<file path="config.mk">
export PLATFORM = sky130hd
export DESIGN_NAME = dvtf_front
export DESIGN_NICKNAME = d
export VERILOG_FILES = /design/src/rtl/dvtf_pkg.sv /design/src/rtl/dvtf_front.sv
export SDC_FILE = /design/constraint.sdc
export NUM_CORES = 1
export LEC_CHECK = 0
export ABC_CLOCK_PERIOD_IN_PS = 8410
export BUFFER_PORTS_ARGS = -buffer_cell sky130_fd_sc_hd__buf_2
export CORE_MARGIN = 5
export CORE_UTILIZATION = 35
export DETAILED_ROUTE_END_ITERATION = 12
export PLACE_DENSITY_LB_ADDON = 0.1
export SLEW_MARGIN = 10
export SYNTH_ARGS = -nofsm -noshare
export SYNTH_HDL_FRONTEND = slang
export SYNTH_SLANG_ARGS = --single-unit
</file>
<file path="constraint.sdc">
create_clock -name clk -period 8.41 [get_ports clk]
set_input_delay 0.4205 -clock clk [delete_from_list [all_inputs] [get_ports clk]]
set_output_delay 0.4205 -clock clk [all_outputs]
set_load 0.01 [all_outputs]
</file>
<file path="src/rtl/dvtf_pkg.sv">
// Shared types and constants for the decal vertex time fade block.
// No dependencies; every other file imports this package.
package dvtf_pkg;

	localparam int TIME_W  = 24;	// stay and fade registers, fade offset
	localparam int ELAP_W  = 33;	// exact difference of two signed 32-bit times
	localparam int DEPTH_W = 17;	// Q0.16 depth fade plus the bit for one
	localparam int Q_W     = 17;	// fade fraction, 0..65536
	localparam int CH_W    = 8;
	localparam int NCH     = 4;
	localparam int RGBA_W  = CH_W * NCH;
	localparam int MIX_W   = 24;	// blended channel, at most 255 * 2^16
	localparam int CFG_IDX_W = 8;

	localparam logic [Q_W-1:0] ONE_Q16 = Q_W'(65536);

	// register indices on the configuration port
	localparam logic [CFG_IDX_W-1:0] REG_STAY  = CFG_IDX_W'(0);
	localparam logic [CFG_IDX_W-1:0] REG_FADE  = CFG_IDX_W'(1);
	localparam logic [CFG_IDX_W-1:0] REG_START = CFG_IDX_W'(2);
	localparam logic [CFG_IDX_W-1:0] REG_END   = CFG_IDX_W'(3);

	localparam logic [TIME_W-1:0] STAY_RST  = TIME_W'(0);
	localparam logic [TIME_W-1:0] FADE_RST  = TIME_W'(1000);
	localparam logic [RGBA_W-1:0] START_RST = 32'hFFFF_FFFF;
	localparam logic [RGBA_W-1:0] END_RST   = 32'h0000_0000;

	typedef struct packed {
		logic [TIME_W-1:0] stay;
		logic [TIME_W-1:0] fade;
		logic [RGBA_W-1:0] start_rgba;
		logic [RGBA_W-1:0] end_rgba;
	} cfg_t;

	// one vertex that lies inside the fade window
	typedef struct packed {
		logic [TIME_W-1:0]  d;	// elapsed - stay, 1..fade
		logic [DEPTH_W-1:0] depth;
	} fade_item_t;

endpackage

</file>
<file path="src/rtl/dvtf_front.sv">
// Front end: accepts vertex beats, takes the exact elapsed time and keeps only
// those inside the fade window. Depends on dvtf_pkg.
module dvtf_front import dvtf_pkg::*; (
	input  logic                     clk,
	input  logic                     arst_n,
	input  cfg_t                     cfg,
	input  logic                     in_valid,
	output logic                     in_ready,
	input  logic signed [31:0]       now_time,
	input  logic signed [31:0]       tri_start_time,
	input  logic [DEPTH_W-1:0]       depth_fade,
	input  logic                     q_full,
	output logic                     q_push,
	output fade_item_t               q_item
);

	logic                     valid_s1;
	logic signed [ELAP_W-1:0] elapsed_s1;
	logic [DEPTH_W-1:0]       depth_s1;
	logic signed [ELAP_W:0]   diff;
	logic                     hit;
	logic                     leave;

	// offset into the window; positive and not beyond fade means a hit
	assign diff = {elapsed_s1[ELAP_W-1], elapsed_s1}
		- $signed({(ELAP_W + 1 - TIME_W)'(0), cfg.stay});
	assign hit  = !diff[ELAP_W] && (diff != '0)
		&& (diff <= $signed({(ELAP_W + 1 - TIME_W)'(0), cfg.fade}));

	// drop misses at once; hold a hit until the queue has room
	assign leave    = valid_s1 && (!hit || !q_full);
	assign in_ready = !valid_s1 || leave;
	assign q_push   = valid_s1 && hit && !q_full;
	assign q_item.d     = diff[TIME_W-1:0];
	assign q_item.depth = depth_s1;

	always_ff @(posedge clk or negedge arst_n) begin
		if (!arst_n) begin
			valid_s1 <= 1'b0;
		end else if (in_ready) begin
			valid_s1 <= in_valid;
		end
	end

	always_ff @(posedge clk) begin
		if (in_ready && in_valid) begin
			elapsed_s1 <= {now_time[31], now_time} - {tri_start_time[31], tri_start_time};
			depth_s1   <= depth_fade;
		end
	end

`ifndef ASSERT_OFF
	a_push_in_window: assert property (@(posedge clk) disable iff (!arst_n)
		q_push |-> (q_item.d != '0) && (q_item.d <= cfg.fade))
		else $error("front pushed an offset outside the fade window");
`endif

endmodule

</file>
==> impl_metrics.json <==
{
  "drc": 0,
  "cts_tree": "built",
  "first_pass_iters": 4,
  "hold_path_class": "in2reg",
  "final_cell_mix": "buf_2 (175), inv_1 (105), ha_1 (80)",
  "die_h_um": 138,
  "syn2layout_area_growth_pct": 23.0,
  "grt_pass1_wl_mm": 25.5,
  "synth_cells": 688,
  "grt_overflow": 0,
  "layoutNonFillerInstCount": 1086,
  "die-area_mm2": 0.0190,
  "ys_seq_area_share_pct": 26.7,
  "dp_hpwl_mm": 13.6,
  "clock_latency_ns": 0.30,
  "grt_setup_unrepaired": "no",
  "avgViaCountPerCell": 5.05,
  "antenna_left": 0,
  "post_cts_buffers": 0,
  "clk_pin_slew_ns": 0.07,
  "synth_seq_cells": 51,
  "cp_slowest_cell": "buf_4",
  "design_area_mm2": 0.00704,
  "final_common_cell": "buf_2",
  "fin_crit_sh_pct": 64.3,
  "preCtsSetupSlack_ns": 2.83,
  "finalHoldViolCount": 0,
  "cts.repair.resized": 0,
  "regArea_mm2": 0.00153,
  "wire_per_inst_um": 14.4,
  "power_density_mw_per_mm2": 167,
  "nNetsFinal": 1148,
  "ys.warnings.count": 0,
  "postSynth.asyncResetShare_pct": 1.96,
  "die_w_um": 138,
  "htree_levels": 2,
  "slew_headroom_pct": 43.6,
  "wirelength_mm": 15.6,
  "clock-root-buffer": "clkbuf_16",
  "critPathMaxStageDelay_ns": 0.53,
  "p_leak_nw": 3.46,
  "peakVddDrop_uv": 67.8,
  "ios": 240,
  "first_global_vias": 5416,
  "io_buffers": 175,
  "syn-num-nets": 967,
  "row_count": 46,
  "drv_cap": 0,
  "drtIter0Drc": 192,
  "status": "finished, final reports clean",
  "critPathKind": "reg2reg",
  "critPathArrivalTime_ns": 5.35,
  "n_fill_cell": 1657,
  "start_util_pct": 35.9,
  "finalMaxSlewViolations": 0,
  "syn-cell-area_mm2": 0.00573,
  "placed_area_mm2": 0.00688,
  "start_kind": "flip-flop",
  "cp_cell_sequence": "inv_1 -> ha_1 -> inv_1 -> fa_1 -> a211oi_2 -> o21ai_2 -> o2111ai_2 -> a211oi_1 -> or3_2 -> and2_1 -> ha_1 -> nand4_1 -> nor4_1 -> o21ai_0 -> a21oi_1 -> o31ai_1 -> and4b_1 -> and4_1 -> a21boi_4 -> buf_4",
  "cp-end-kind": "flip-flop",
  "grt_max_degree": 45,
  "cts_made_buffers": 5,
  "setup_violations": 0,
  "avgSynthCellArea_um2": 8.32,
  "multi_input_area_mm2": 0.00379,
  "critPathMaxFanout": 44,
  "design.core.area_mm2": 0.0159,
  "via_count": 5479,
  "post-route-util_pct": 44.2,
  "place_inst": 1077,
  "fin_tns_setup_ns": 0,
  "worst_ep_required_time_ns": 8.35,
  "whs_ns": 0.291,
  "grt_usage_pct": 16.2,
  "synthFlopType": "edfxtp_1",
  "tightest_slew_ns": 0.844,
  "layout_min_cycle_time_ns": 5.41,
  "final.setup_skew_ns": 0.0107,
  "antenna_found_initial": 0,
  "synth_edf_count": 50,
  "clock-sinks": 51,
  "synth_cell_types": 71,
  "gp_congestion": 0.803,
  "drive_gt1_share_pct": 23.3,
  "fin_total_pwr_mw": 1.18,
  "cts_buffer_depth": 2,
  "diodes": 0,
  "timing.fmax_ghz": 0.185,
  "setup_ws_ns": 3.00
}
## cell usage after synthesis (6+ instances only)
| library cell | count | area share (%) |
|---|---|---|
| a21o_1 | 25 | 3.3 |
| a21oi_1 | 61 | 5.3 |
| a31oi_1 | 8 | 0.87 |
| and2_1 | 9 | 0.98 |
| edfxtp_1 | 50 | 26 |
| ha_1 | 80 | 17 |
| inv_1 | 105 | 6.9 |
| nand2_1 | 45 | 3.0 |
| nand3_1 | 18 | 1.6 |
| nand4_1 | 11 | 1.2 |
| nor2_1 | 45 | 3.0 |
| nor2b_1 | 8 | 0.87 |
| nor3_1 | 15 | 1.3 |
| nor4_1 | 9 | 0.98 |
| o211ai_1 | 6 | 0.79 |
| o21a_1 | 8 | 1.0 |
| o21ai_0 | 40 | 3.5 |
| o21bai_1 | 9 | 1.2 |
| o31ai_1 | 8 | 1.0 |
| or3_1 | 11 | 1.2 |
| xnor2_1 | 30 | 4.6 |
| xor2_1 | 12 | 1.8 |
## worst max-delay path, delay by kind of cell, from the launching register on
kind	cells	cell delay, ns
simple gates	6	1.52
compound gates	8	1.62
flops	1	0.36
buf+inv	3	0.64
fa+ha+maj	3	0.87
## sequential cells by signal, indices dropped and copies added, names as in the netlist
name,count
depth_s1,17
valid_s1,1
elapsed_s1,33
## metal layers
| metal | track usage (%) | vias to the layer above | part of all wire [%] |
|---|---|---|---|
| li1 | - | 2876 | - |
| met1 | 22.7 | 2450 | 48 |
| met2 | 26.9 | 139 | 45 |
| met3 | 1.78 | 14 | 5.3 |
| met4 | 3.90 | 0 | 1.4 |
| met5 | 0 | - | 0 |
## logic make-up (layout without fill, tap and decap cells)
group                      after synthesis  in the layout  synth area share (%)
adders and majority gates               82             82                  18.2
muxes                                    1              1                 0.197
buffers and inverters                  110            292                  7.34
DFF                                     51             51                  26.7
xor gates and xnor gates                42             42                  6.42
and+or+nand+nor                        197            197                  17.7
AOI/OAI and AO/OA                      205            205                  23.5
## final timing paths
kind | slack, ns | cells after the start | endpoint | startpoint
max in group asynchronous | 7.89 | 2 | valid_s1$_DFFE_PN0P_ | arst_n
min in group asynchronous | 0.43 | 2 | valid_s1$_DFFE_PN0P_ | arst_n
max reg2reg | 3.00 | 20 | elapsed_s1[6]$_DFFE_PP_ | elapsed_s1[0]$_DFFE_PP_
max | 3.00 | 20 | elapsed_s1[6]$_DFFE_PP_ | elapsed_s1[0]$_DFFE_PP_
min | 0.29 | 1 | depth_s1[6]$_DFFE_PP_ | depth_fade[6]
min reg2reg | 1.01 | 5 | valid_s1$_DFFE_PN0P_ | elapsed_s1[29]$_DFFE_PP_
## power breakdown
part	switching (mW)	leakage (nW)	internal, mW
clock network	0.0968	0.0719	0.113
logic	0.377	2.89	0.263
registers	0.0125	0.501	0.316
total	0.486	3.46	0.692
## what timing repair did
item / CTS / global route
endpoints found under the hold margin: 1 / 0
hold buffers: 1 / 0
setup endpoints to repair: 0 / 0
## layout make-up
type | instances | share of cell area (%)
multi-input combinational | 527 | 53.8
inverter | 105 | 5.60
tap | 216 | 3.84
clock inverter | 3 | 0.391
sequential | 51 | 21.7
timing repair buffer | 179 | 12.9
clock buffer | 5 | 1.78
(Power assumes the default switching activity.)
