<file path="src/rtl/dvtf_pkg.sv">
// Shared types and constants for the decal vertex time fade block.
// No dependencies; every other file imports this package.
package dvtf_pkg;

	localparam int TIME_W  = 24;	// stay and fade registers, fade offset
	localparam int ELAP_W  = 33;	// exact difference of two signed 32-bit times
	localparam int DEPTH_W = 17;	// Q0.16 depth fade plus the bit for one
	localparam int Q_W     = 17;	// fade fraction, 0..65536
	localparam int CH_W    = 8;
	localparam int NCH     = 4;
	localparam int RGBA_W  = CH_W * NCH;
	localparam int MIX_W   = 24;	// blended channel, at most 255 * 2^16
	localparam int CFG_IDX_W = 8;

	localparam logic [Q_W-1:0] ONE_Q16 = Q_W'(65536);

	// register indices on the configuration port
	localparam logic [CFG_IDX_W-1:0] REG_STAY  = CFG_IDX_W'(0);
	localparam logic [CFG_IDX_W-1:0] REG_FADE  = CFG_IDX_W'(1);
	localparam logic [CFG_IDX_W-1:0] REG_START = CFG_IDX_W'(2);
	localparam logic [CFG_IDX_W-1:0] REG_END   = CFG_IDX_W'(3);

	localparam logic [TIME_W-1:0] STAY_RST  = TIME_W'(0);
	localparam logic [TIME_W-1:0] FADE_RST  = TIME_W'(1000);
	localparam logic [RGBA_W-1:0] START_RST = 32'hFFFF_FFFF;
	localparam logic [RGBA_W-1:0] END_RST   = 32'h0000_0000;

	typedef struct packed {
		logic [TIME_W-1:0] stay;
		logic [TIME_W-1:0] fade;
		logic [RGBA_W-1:0] start_rgba;
		logic [RGBA_W-1:0] end_rgba;
	} cfg_t;

	// one vertex that lies inside the fade window
	typedef struct packed {
		logic [TIME_W-1:0]  d;	// elapsed - stay, 1..fade
		logic [DEPTH_W-1:0] depth;
	} fade_item_t;

endpackage

</file>
<file path="src/rtl/dvtf_fifo.sv">
// Short queue between front end and back end, register based.
// Depends on dvtf_pkg for the item type.
module dvtf_fifo import dvtf_pkg::*; #(
	parameter int DEPTH = 4
) (
	input  logic       clk,
	input  logic       arst_n,
	input  logic       push,
	input  fade_item_t push_item,
	output logic       full,
	input  logic       pop,
	output fade_item_t pop_item,
	output logic       empty
);

	localparam int PTR_W = (DEPTH > 1) ? $clog2(DEPTH) : 1;
	localparam int CNT_W = $clog2(DEPTH + 1);
	localparam logic [PTR_W-1:0] LAST = PTR_W'(DEPTH - 1);

	fade_item_t       mem [DEPTH];
	logic [PTR_W-1:0] wr_ptr_q;
	logic [PTR_W-1:0] rd_ptr_q;
	logic [CNT_W-1:0] count_q;

	assign full     = (count_q == CNT_W'(DEPTH));
	assign empty    = (count_q == '0);
	assign pop_item = mem[rd_ptr_q];

	always_ff @(posedge clk or negedge arst_n) begin
		if (!arst_n) begin
			wr_ptr_q <= '0;
			rd_ptr_q <= '0;
			count_q  <= '0;
		end else begin
			if (push) begin
				wr_ptr_q <= (wr_ptr_q == LAST) ? '0 : wr_ptr_q + 1'b1;
			end
			if (pop) begin
				rd_ptr_q <= (rd_ptr_q == LAST) ? '0 : rd_ptr_q + 1'b1;
			end
			if (push && !pop) begin
				count_q <= count_q + 1'b1;
			end else if (pop && !push) begin
				count_q <= count_q - 1'b1;
			end
		end
	end

	always_ff @(posedge clk) begin
		if (push) begin
			mem[wr_ptr_q] <= push_item;
		end
	end

`ifndef ASSERT_OFF
	a_no_overflow: assert property (@(posedge clk) disable iff (!arst_n)
		push |-> !full)
		else $error("queue written while full");
	a_no_underflow: assert property (@(posedge clk) disable iff (!arst_n)
		pop |-> !empty)
		else $error("queue read while empty");
	a_count_up: assert property (@(posedge clk) disable iff (!arst_n)
		push && !pop |=> count_q == $past(count_q) + 1'b1)
		else $error("queue count lost a beat");
`endif

endmodule

</file>
<file path="config.mk">
export PLATFORM = sky130hd
export DESIGN_NAME = dvtf_fifo
export DESIGN_NICKNAME = d
export VERILOG_FILES = /design/src/rtl/dvtf_pkg.sv /design/src/rtl/dvtf_fifo.sv
export SDC_FILE = /design/constraint.sdc
export NUM_CORES = 1
export LEC_CHECK = 0
export ABC_CLOCK_PERIOD_IN_PS = 3000
export CAP_MARGIN = 20
export CORE_MARGIN = 2
export CORE_UTILIZATION = 50
export DETAILED_ROUTE_END_ITERATION = 10
export DONT_BUFFER_PORTS = 1
export GPL_TIMING_DRIVEN = 0
export MAX_ROUTING_LAYER = met4
export PLACE_DENSITY = 0.69
export REMOVE_ABC_BUFFERS = 1
export SETUP_SLACK_MARGIN = 0.5
export SYNTH_ARGS = -nofsm -noshare
export SYNTH_HDL_FRONTEND = slang
export SYNTH_SLANG_ARGS = --single-unit
</file>
<file path="constraint.sdc">
create_clock -name clk -period 3 [get_ports clk]
set_input_delay 0.3 -clock clk [delete_from_list [all_inputs] [get_ports clk]]
set_output_delay 0.3 -clock clk [all_outputs]
set_load 0.005 [all_outputs]
</file>
==> metrics, run 1 <==
Worst-Margin Slew=0.6014 ns; period utilisation layout=76.88%; Final Hold Vio Count=0; total track usage=17.11%; run status=completed; Overflow after GRT=0; Max FO, Critical Path=23; H-tree depth=4; die area=13,690 µm²; Synth top area share=77.12%; synth warn=0; synth top area cells=edfxtp_1 77%, mux4_2 13%, dfrtp_1 2.7%; Synth-to-Final Area Change=19.08%; DP HPWL=6045 µm; DR vias/cell=5.348; Period minus WS final=2.306 ns; top-count cell post-synth=edfxtp_1; port buffer count=0; drt first pass iters=4; Row Count=41; Die W=117.0 µm; Final nets=362; min-delay worst type=in2reg; setup violators final=0; Unique masters post-synth=20; post-CTS resize count=0; prevailing post-synth register cell=edfxtp_1; Worst path max stage delay=0.74 ns; leakage=0.002484 µW; first-pass GRT wire length=15,680 µm; largest net degree at the start of global routing=34; CP required=2.70 ns; Syn Inst Count=252; Starting Density=50.81%; Final ANT Viol Nets=0; Peak VDD IR=483.0 µV; CP endpoint kind=output pin; total core area=12,570 µm²; ys async rst share=4.094%; RSZ-0062 raised after global routing=no; CTS Buffer Depth=2; fmax=433.6 MHz; Critical Path AT=2.01 ns; post-DR wirelength/cell=21.03 µm; n_diodes=0; Hold Worst Slack=0.03724 ns; PD cells=902.0 nW/µm²; Clock Sinks=171; max cap viols=0; Worst-path clk slew=0.06 ns; CTS tree=built; worst setup path class=reg2out; syn_area_per_cell=25.34 µm²; critical path's slowest cell=dfrtp_4; final max-slew violation count=0; startpoint types=flip-flop; initial antenna violation count=0; final WL=10,390 µm; share of cells above drive strength 1=24.84%; dpl ws=0.9265 ns; Commonest cells post-synth=164 x edfxtp_1, 38 x mux4_2, 7 x dfrtp_1, 6 x ha_1; Ports=88; vias in the first global route=2,885; r2r setup slk=1.24 ns; Die H=117.0 µm; relative slew slack=59.90%; mapped cell area=6386 µm²; 1st-iter DRT viols=177; area leader, netlist=edfxtp_1; setup slack after layout=0.6937 ns; crit path cell chain=buf_12 -> mux4_2; CTS Root Cell=clkbuf_16; post-synthesis sequential area ratio=79.86%; number of vias in the routed layout=2,642; Inserted Clock Buffers=17; Residual DRC=0; Routability Congestion=0.6560; final setup TNS=0 ns; fill count=906; clock latency on the worst-skew pair=0.42 ns; final core occ=60.51%; EDFF count, synth=164; Clock Skew=0.009190 ns; synthesis-stage register bit count=171
-- flip-flops by register name, summed over array words and instances, names as in the netlist --
register / count
wr_ptr_q: 2
rd_ptr_q: 2
mem: 164
count_q: 3
-- logic make-up after synthesis --
group,count (synthesis),share of synthesized area (%)
adder cells (fa/ha/maj),7,1.489
multiplexers,44,15.16
XOR/XNOR,3,0.4115
buffers and inverters,14,2.038
AO/OA/AOI/OAI,2,0.1567
flip-flops,171,79.86
AND/OR/NAND/NOR,11,0.8816
-- layer usage --
metal	up-vias	wire length, µm	share of wire, %	track usage [%]
li1	1186	-	-	-
met1	1387	4298	41	19.89
met2	57	5503	53	27.75
met3	12	420	4.0	5.098
met4	0	165	1.6	7.765
met5	-	0	0	-
-- critical path, delay by kind of cell, from the launching register on --
kind                   cells  cell delay [ns]
DFF                        1             0.74
muxes                      1             0.55
buffers and inverters      1             0.28
-- report_power, final --
part | internal, µW | total (µW) | switching [µW]
logic | 769 | 1500 | 736
clock network | 1220 | 2060 | 842
registers | 3070 | 3300 | 224
total | 5060 | 6860 | 1800
-- stage by stage --
step	power (µW)	instances	instance area [µm²]
after floorplan	4360	242	6271
after global placement	4756	414	6486
after detailed placement	4811	419	6596
after CTS	6991	494	7605
after global routing	7204	494	7605
final	6859	494	7605
-- area by class of cell --
type                            count  area, µm²  area share (%)
Sequential cell                   171       5105           67.13
Multi-Input combinational cell     67       1161           15.27
Timing Repair Buffer               49      550.5           7.239
Clock buffer                       19      432.9           5.693
Tap cell                          172      215.2           2.830
Clock inverter                     12      125.1           1.645
Inverter                            4      15.01          0.1974
-- final timing paths --
check	start	end	depth (start not counted)
worst min-delay path	pop	rd_ptr_q[1]$_DFFE_PN0P_	1
worst max register to register	wr_ptr_q[0]$_DFFE_PN0P_	mem[2][21]$_DFFE_PP_	4
worst max-delay path	rd_ptr_q[0]$_DFFE_PN0P_	pop_item[19]	2
min in group asynchronous	arst_n	wr_ptr_q[1]$_DFFE_PN0P_	1
worst min register to register	count_q[2]$_DFFE_PN0P_	count_q[2]$_DFFE_PN0P_	1
max in group asynchronous	arst_n	rd_ptr_q[0]$_DFFE_PN0P_	1
-- cell usage in the layout, fill, tap and decap left out --
cell | Yosys | routed
edfxtp_1 | 164 | 164
dlygate4sd3_1 | 0 | 43
mux4_2 | 38 | 38
clkbuf_16 | 0 | 17
ha_1 | 6 | 6
buf_12 | 4 | 6
dfrtp_1 | 7 | 5
inv_1 | 4 | 4
and2_2 | 0 | 4
mux4_1 | 3 | 3
mux2_2 | 3 | 3
nor2_1 | 3 | 3
clkinv_2 | 0 | 3
clkinv_4 | 0 | 3
nand2_1 | 2 | 2
o21ai_0 | 2 | 2
xor2_1 | 2 | 2
clkinv_1 | 0 | 2
bufinv_16 | 0 | 2
clkbuf_1 | 1 | 2
nor3_1 | 1 | 1
nor3b_1 | 1 | 1
xnor2_1 | 1 | 1
fa_1 | 1 | 1
inv_6 | 0 | 1
clkinvlp_4 | 0 | 1
dfrtp_4 | 0 | 1
dfrtp_2 | 0 | 1
-- repair_timing --
action | CTS | global route
buffers inserted | 1 | 0
setup endpoints to repair | 2 | 0
hold buffers | 43 | 0
endpoints found under the hold margin | 173 | 0
Power figures use the tool's default switching activity.
==> run 2, diff against run 1 <==
Settings changed: ABC_AREA set to 1, ABC_CLOCK_PERIOD_IN_PS 3000 to 2400.
Clock period 3 ns to 2.4 ns, I/O delays scaled along.
==> metrics, run 2 <==
area leader, netlist=edfxtp_1; Top reg by flops=mem; Worst Hold Launch=push; Hold Worst Slack=0.1155 ns; DP HPWL=6797 µm; die area=14,930 µm²; delay-heaviest family, CP=flip-flops; total track usage=19.18%; largest net degree at the start of global routing=44; relative slew slack=60.00%; Die H=122.2 µm; Routability Congestion=0.6517; total core area=13,770 µm²; Largest regs=mem x164, count_q x3; synth warn=0; max reg flops=164; worst setup path end=pop_item[17]; final max-slew violation count=0; synth top area cells=edfxtp_1 71%, o211ai_1 8.8%, nand2_1 7.4%; setup violators final=0; CP endpoint kind=output pin; H-tree depth=4; Unique masters post-synth=16; adder-cell share of the synthesized area=1.362%; Overflow after GRT=0; Peak VDD IR=578.2 µV; run status=completed; synthesis-stage register bit count=171; leakage=0.003256 µW; final core occ=60.29%; CTS tree=built; Final Hold Vio Count=0; prevailing post-synth register cell=edfxtp_1; period utilisation layout=75.87%; Ports=88; Synth-to-Final Area Change=18.90%; DR vias/cell=5.181; critical path launch point=rd_ptr_q[0]$_DFFE_PN0P_; most common cell after layout, fill and taps aside=edfxtp_1; startpoint types=flip-flop; min-delay worst type=in2reg; Critical Path AT=1.58 ns; final setup TNS=0 ns; Post-Synth XOR/XNOR Area=0.1254%; crit path cell chain=buf_4 -> clkinv_8 -> o211ai_1 -> nand2_1; Period minus WS final=1.821 ns; R2R Path Start=wr_ptr_q[0]$_DFFE_PN0P_; clock latency on the worst-skew pair=0.41 ns; max cap viols=0; Synth top area share=70.51%; r2r setup slk=0.66 ns; Final ANT Viol Nets=0; post-synthesis sequential area ratio=73.02%; CP required=2.16 ns; Starting Density=50.71%; Worst-path clk slew=0.06 ns; FF-to-FF End=mem[0][36]$_DFFE_PP_; Die W=122.2 µm; Commonest cells post-synth=164 x edfxtp_1, 138 x nand2_1, 93 x inv_1, 82 x o211ai_1, 17 x buf_6; RSZ-0062 raised after global routing=yes; n_diodes=0; worst setup path class=reg2out; PD cells=1109 nW/µm²; CTS Buffer Depth=2; critical path's slowest cell=dfrtp_4; Worst Path Buf+Inv=2; ys async rst share=4.094%; number of vias in the routed layout=4,031; Syn Inst Count=531; top-count cell post-synth=edfxtp_1; share of cells above drive strength 1=8.863%; Residual DRC=0; Crit path depth=4; Synth Area in Simple Gates=7.829%; vias in the first global route=3,932; Inserted Clock Buffers=17; Max FO, Critical Path=22; post-DR wirelength/cell=17.24 µm; compound-gate portion of the synthesized area=9.101%; Row Count=43; Worst path max stage delay=0.54 ns; 1st-iter DRT viols=225; EDFF count, synth=164; final WL=13,410 µm; Worst-Margin Slew=0.5991 ns; drt first pass iters=5; most frequent cells in the layout=164 x edfxtp_1, 138 x nand2_1, 89 x inv_1, 82 x o211ai_1, 44 x dlygate4sd3_1; post-synthesis mux area share=0%; fmax=549.2 MHz; Reg2Reg Depth=5; syn_area_per_cell=13.15 µm²; port buffer count=0; mapped cell area=6984 µm²; Final nets=637; power after layout=9206 µW; first-pass GRT wire length=20,070 µm; CTS Root Cell=clkbuf_16; initial antenna violation count=0; largest family of logic cells by synthesized area=compound AO/OA/AOI/OAI gates; Clock Skew=0.004211 ns; Clock Sinks=171
run 2: worst min-delay path by stage:
stage          cells past startpoint                endpoint
3_3_place_gp                       0  count_q[0]$_DFFE_PN0P_
5_1_grt                            2  count_q[0]$_DFFE_PN0P_
6_report                           2  count_q[0]$_DFFE_PN0P_
2_1_floorplan                      0  count_q[0]$_DFFE_PN0P_
4_1_cts                            2  count_q[0]$_DFFE_PN0P_
3_5_place_dp                       0  count_q[0]$_DFFE_PN0P_
run 2: metrics by stage:
| stage | instances | setup WS (ns) | instance area, µm² |
|---|---|---|---|
| 2_1_floorplan | 504 | 0.1632 | 6743 |
| 3_3_place_gp | 684 | -0.8793 | 6968 |
| 4_1_cts | 771 | 0.4624 | 8198 |
| 3_5_place_dp | 690 | 0.1952 | 7107 |
| 5_1_grt | 778 | 0.4798 | 8304 |
| 6_report | 778 | 0.5791 | 8304 |
run 2: cells by family (layout without fill, tap and decap cells):
kind of cell | after synthesis | count (layout)
AOI/OAI and AO/OA | 86 | 86
buffers and inverters | 122 | 189
xor gates and xnor gates | 1 | 1
DFF | 171 | 171
adders and majority gates | 7 | 7
and+or+nand+nor | 144 | 144
run 2: metal layers:
metal	up-vias	part of all wire (%)	GRT usage (%)
li1	1948	-	-
met1	1987	44	23.14
met2	84	51	31.18
met3	12	3.6	4.822
met4	0	1.1	7.543
met5	-	0	-
run 2: what timing repair did:
action | 4_1_cts | 5_1_grt
hold endpoints to repair | 175 | 0
gates resized for setup | 15 | 3
endpoints found under the setup margin | 42 | 41
gates cloned | 3 | 3
hold buffers | 44 | 0
buffers inserted | 2 | 4
run 2: where the power goes:
group	internal (µW)	total [µW]	switching, µW
clock network	1510	2500	998
logic	906	2680	1770
registers	3840	4020	182
total	6260	9210	2950
run 2: layout make-up:
cell class / count / area [µm²]
tap: 180 / 225.2
multi-input combinational: 238 / 1286
sequential: 171 / 5107
inverter: 95 / 399.1
timing repair buffer: 59 / 698.2
fill: 1060 / 5469
clock buffer: 25 / 485.5
clock inverter: 7 / 68.82
timing repair inverter: 3 / 33.78
run 2: worst reg2reg max path, delay by kind of cell, from the launching register on:
family / cells / cell delay (ns)
and+or+nand+nor: 1 / 0.06
buffers and inverters: 3 / 0.80
adders and majority gates: 1 / 0.15
DFF: 1 / 0.42
